===== src/hw/rtl/msort_pkg.sv =====
package msort_pkg;

   localparam int VALUE_W       = 64;
   localparam int MAX_ELEMS_DEF = 64;

   typedef struct packed {
      logic signed [VALUE_W-1:0] value;
      logic                      last;
   } msort_req_type;

   typedef struct packed {
      logic signed [VALUE_W-1:0] value_res;
      logic                      last_res;
      logic                      overflow;
   } msort_rsp_type;

   // per-cycle command broadcast to every cell
   typedef struct packed {
      logic ins;
      logic pop;
   } msort_ctl_type;

   // what one cell shows its neighbours
   typedef struct packed {
      logic                      valid;
      logic                      shift;
      logic signed [VALUE_W-1:0] value;
   } msort_link_type;

   typedef enum logic {
      ST_LOAD,
      ST_DRAIN
   } msort_state_type;

endpackage


===== src/hw/rtl/msort_cell.sv =====
module msort_cell (
   input  logic                                        clock,
   input  logic                                        reset,
   input  msort_pkg::msort_ctl_type                    ctl,
   input  logic signed [msort_pkg::VALUE_W-1:0]        new_value,
   input  msort_pkg::msort_link_type                   left,
   input  msort_pkg::msort_link_type                   right,
   output msort_pkg::msort_link_type                   link
);

   logic                                 valid_ff;
   logic                                 valid_in;
   logic signed [msort_pkg::VALUE_W-1:0] value_ff;
   logic signed [msort_pkg::VALUE_W-1:0] value_in;
   logic                                 shift;

   // empty cells count as larger than anything; equal values stay put
   assign shift = !valid_ff || (new_value < value_ff);

   always_comb begin
      valid_in = valid_ff;
      value_in = value_ff;
      if (ctl.ins && shift) begin
         if (left.shift) begin
            valid_in = left.valid;
            value_in = left.value;
         end else begin
            valid_in = 1'b1;
            value_in = new_value;
         end
      end else if (ctl.pop) begin
         valid_in = right.valid;
         value_in = right.value;
      end
   end

   always_ff @(posedge clock) begin
      if (reset) begin
         valid_ff <= 1'b0;
      end else begin
         valid_ff <= valid_in;
      end
      value_ff <= value_in;
   end

   assign link.valid = valid_ff;
   assign link.shift = shift;
   assign link.value = value_ff;

endmodule


===== config.mk =====
export PLATFORM = sky130hd
export DESIGN_NAME = msort_cell
export DESIGN_NICKNAME = d
export VERILOG_FILES = /design/src/hw/rtl/msort_pkg.sv /design/src/hw/rtl/msort_cell.sv
export SDC_FILE = /design/constraint.sdc
export NUM_CORES = 1
export LEC_CHECK = 0
export BUFFER_PORTS_ARGS = -buffer_cell sky130_fd_sc_hd__buf_2
export CORE_ASPECT_RATIO = 1.75
export CORE_MARGIN = 3
export CORE_UTILIZATION = 45
export DETAILED_ROUTE_END_ITERATION = 6
export PLACE_DENSITY = 0.75
export REMOVE_ABC_BUFFERS = 1
export SYNTH_ARGS = -nofsm -noshare
export SYNTH_HDL_FRONTEND = slang
export SYNTH_SLANG_ARGS = --single-unit

===== constraint.sdc =====
create_clock -name clock -period 11.05 [get_ports clock]
set_clock_uncertainty 0.2 [all_clocks]
set_input_delay 1.105 -clock clock [delete_from_list [all_inputs] [get_ports clock]]
set_output_delay 1.105 -clock clock [all_outputs]
set_load 0.05 [all_outputs]

==> run summary <==
The run finished with clean final reports. In the routed layout, each cell is associated on average with a via count of 5.27. Measured against its own limit, the worst slew margin works out to 42.1%.

The worst register-to-register path ends at value_ff[35]. In the synthesized netlist, the number of instances is 456. Before antenna repair, the detailed router went through 4 iterations. The hold path depth was 4; the number of endpoints failing setup at the final stage was 0. Counting the buffers created by CTS gives 9.

The tools report the type of origin of the critical path as an input pin. Global routing finished with a remaining overflow of 0. The number of warnings reported in the yosys synthesis log is 0. The maximum level of the CTS H-tree came out at 3.

The detailed router placed 4507 vias in this run. The starting density of the core was 46.5%; the number of distinct library cells after synthesis was 41. The routed design has 14.5 mm of wire. For this run, asynchronously set or reset flops after synthesis account for 0%. The class of the tightest hold or removal check is reg -> reg. The area enclosed by the die boundary was 13000 um^2; the detailed router's first-iteration violation count was 126. The worst-case IR drop observed on VDD is 139 uV. The logs give 941 for the number of filler cells placed in the layout and 4920 ps for the signal arrival time at the worst endpoint. The tools report the hold-fix buffer count after cts as 0.

The run gives 0 as the final number of hold-violating endpoints. The maximum clock frequency is 0.193 GHz, and the CTS clock-pin slew for the worst setup and hold paths is 50 ps. The number of top-level pins came out at 266. The worst hold path terminates at valid_ff.

The start point of the critical path is new_value[63]. The first global-routing pass estimated 22.1 mm of wire. Setup slack closes at 5880 ps.

The initial antenna violation count was 0. The count of inserted antenna diode cells is 0. The tree built by TritonCTS fans out to 65 sinks. The growth of design area from synthesis to finish was 31.6%.

In the layout the commonest cells are buf_2 (264), mux2_2 (91), inv_1 (70). The logs give 21.9% for the global-route total usage across every layer and 11200 um^2 for the placeable core region. The tool flagged a number of max-cap violations equal to 0. The worst register-to-register path begins at value_ff[63]. Setup repair after global routing left no endpoint under its margin.

STA classifies the critical path endpoint as a flip-flop. The logs give 3.40 nW for the standby leakage power and 0 for the count of final max-slew check failures. Horizontal extent of the die: 87.5 um. The required time at the endpoint of the critical path was 10800 ps.

In this run the register-to-register setup slack is 6390 ps. Routability-driven placement finished with a final weighted congestion of 0.838. The vertical die dimension came out at 149 um. The critical path start-end classification is in -> reg. The via count of the first global-routing pass is 4747, and the final critical-path share of the clock period is 46.8%.

For this run, the post-layout net count is 981. Summing the sequential cell areas from Yosys gives 37.2% of the chip area. The number of design rule violations left after detail routing was 0; the critical-path maximum fanout was 66.

Row generation in the floorplan step produced 51 rows. The cell area that synthesis handed to floorplanning was 5230 um^2. Input and output buffers added on the ports amount to 264. Timing analysis after detailed placement gives a worst setup slack of 5420 ps.

Adding up every negative setup slack in the final design gives 0 ps. TritonCTS built the clock tree. For the worst flop-to-flop path, the logic depth is 11.

The library cell used most frequently in the layout, excluding fill and tap cells, is buf_2. The number of setup buffers added after CTS is 0. The buffer depth of the longest clock path is 2, and the average detailed-routed wire length per instance is 16.9 um. The power density over the cells was 142 nW/um^2; the worst-margin pin slew was 868 ps.

Of the cells placed in the final design, the portion with a size suffix greater than 1 is 51.7%. In this run the mean area of a mapped cell was 11.5 um^2. The main flop type after synthesis was edfxtp_1. The number of flops mapped to enable cells by yosys is 64. In this run the most critical hold path is launched from valid_ff. Entering global routing, the biggest net connects 67 pins.

After layout, the minimum clock period comes to 5170 ps. The tools report the root buffer selected by CTS as clkbuf_16. The count of antenna-violating nets left after detailed routing was 0.

Gates resized during post-CTS repair numbered 0. Synthesis inferred 65 register bits. After legalization and detailed placement, the total HPWL measured 11.8 mm. Clock latency on the worst-skew pair, taken at its later pin, is 330 ps.
-- synthesized netlist by cell type (3+ instances only) --
cell type	number	share of area, %
nor3_1	4	0.38
o21ai_0	8	0.77
edfxtp_1	64	37
a221oi_1	3	0.50
buf_4	4	0.57
nor2_1	6	0.43
nand4_1	11	1.3
ha_1	63	15
mux2_2	91	20
a21oi_1	25	2.4
buf_6	5	1.1
inv_1	70	5.0
clkbuf_1	7	0.50
nand2_1	17	1.2
mux2_1	38	8.2
nand3_1	9	0.86
-- sequential cells by signal, summed over array words and instances, names as in the netlist --
| signal | cells |
|---|---|
| valid_ff | 1 |
| value_ff | 64 |
-- report_power, final --
part	total [mW]	leakage, nW	internal, mW	switching [mW]
Sequential	0.335	0.656	0.318	0.0171
Combinational	0.391	2.62	0.139	0.253
Clock	0.250	0.128	0.149	0.101
-- worst max path at each step --
| stage | endpoint | slack, ps | depth (start not counted) |
|---|---|---|---|
| 5_1_grt | value_ff[45] | 5490 | 11 |
| 3_3_place_gp | value_ff[33] | 5570 | 11 |
| 4_1_cts | value_ff[47] | 5750 | 11 |
| 6_report | value_ff[35] | 5880 | 11 |
| 2_1_floorplan | value_ff[0] | 4840 | 8 |
| 3_5_place_dp | value_ff[38] | 5420 | 11 |
-- worst max-delay path: stages --
cell and delay (ps):
buf_2 110, ha_1 400, nand3_1 150, nor4_2 500, nand3_1 160, a31oi_1 350
nor3_1 190, a311oi_4 280, buf_4 720, or2_2 230, buf_4 660
-- layer usage --
layer	global-route usage (%)	vias up	part of all wire, %
met2	43.3	161	58
met5	0	-	0
met4	8.83	0	3.0
met3	4.82	28	6.1
met1	20.8	2106	33
li1	-	2212	-
-- kinds of logic after synthesis --
kind of cell,after synthesis,synth area share (%)
multiplexers,130,28.0
buffers and inverters,86,7.18
flip-flops,65,37.2
adder cells (fa/ha/maj),63,15.1
AND/OR/NAND/NOR,57,5.65
AO/OA/AOI/OAI,55,6.92
-- through the flow --
stage	cells	hold slack (ps)	utilization (%)	instance area [um^2]	total power [mW]
after floorplan	440	735	-	5110	0.614
after global placement	839	541	59.0	6620	0.719
after detailed placement	839	578	59.0	6620	0.733
after CTS	855	588	61.2	6880	0.987
after global routing	855	695	61.2	6880	1.03
final	855	600	61.2	6880	0.977
-- cell type report --
class                           instances  area (um^2)  area share [%]
Multi-Input combinational cell        305         2910            42.3
Tap cell                              132          165            2.40
Clock buffer                           11          233            3.38
Inverter                               70          263            3.82
Clock inverter                          5         22.5           0.328
Sequential cell                        65         1940            28.2
Timing Repair Buffer                  267         1340            19.5
Power figures use the tool's default switching activity.
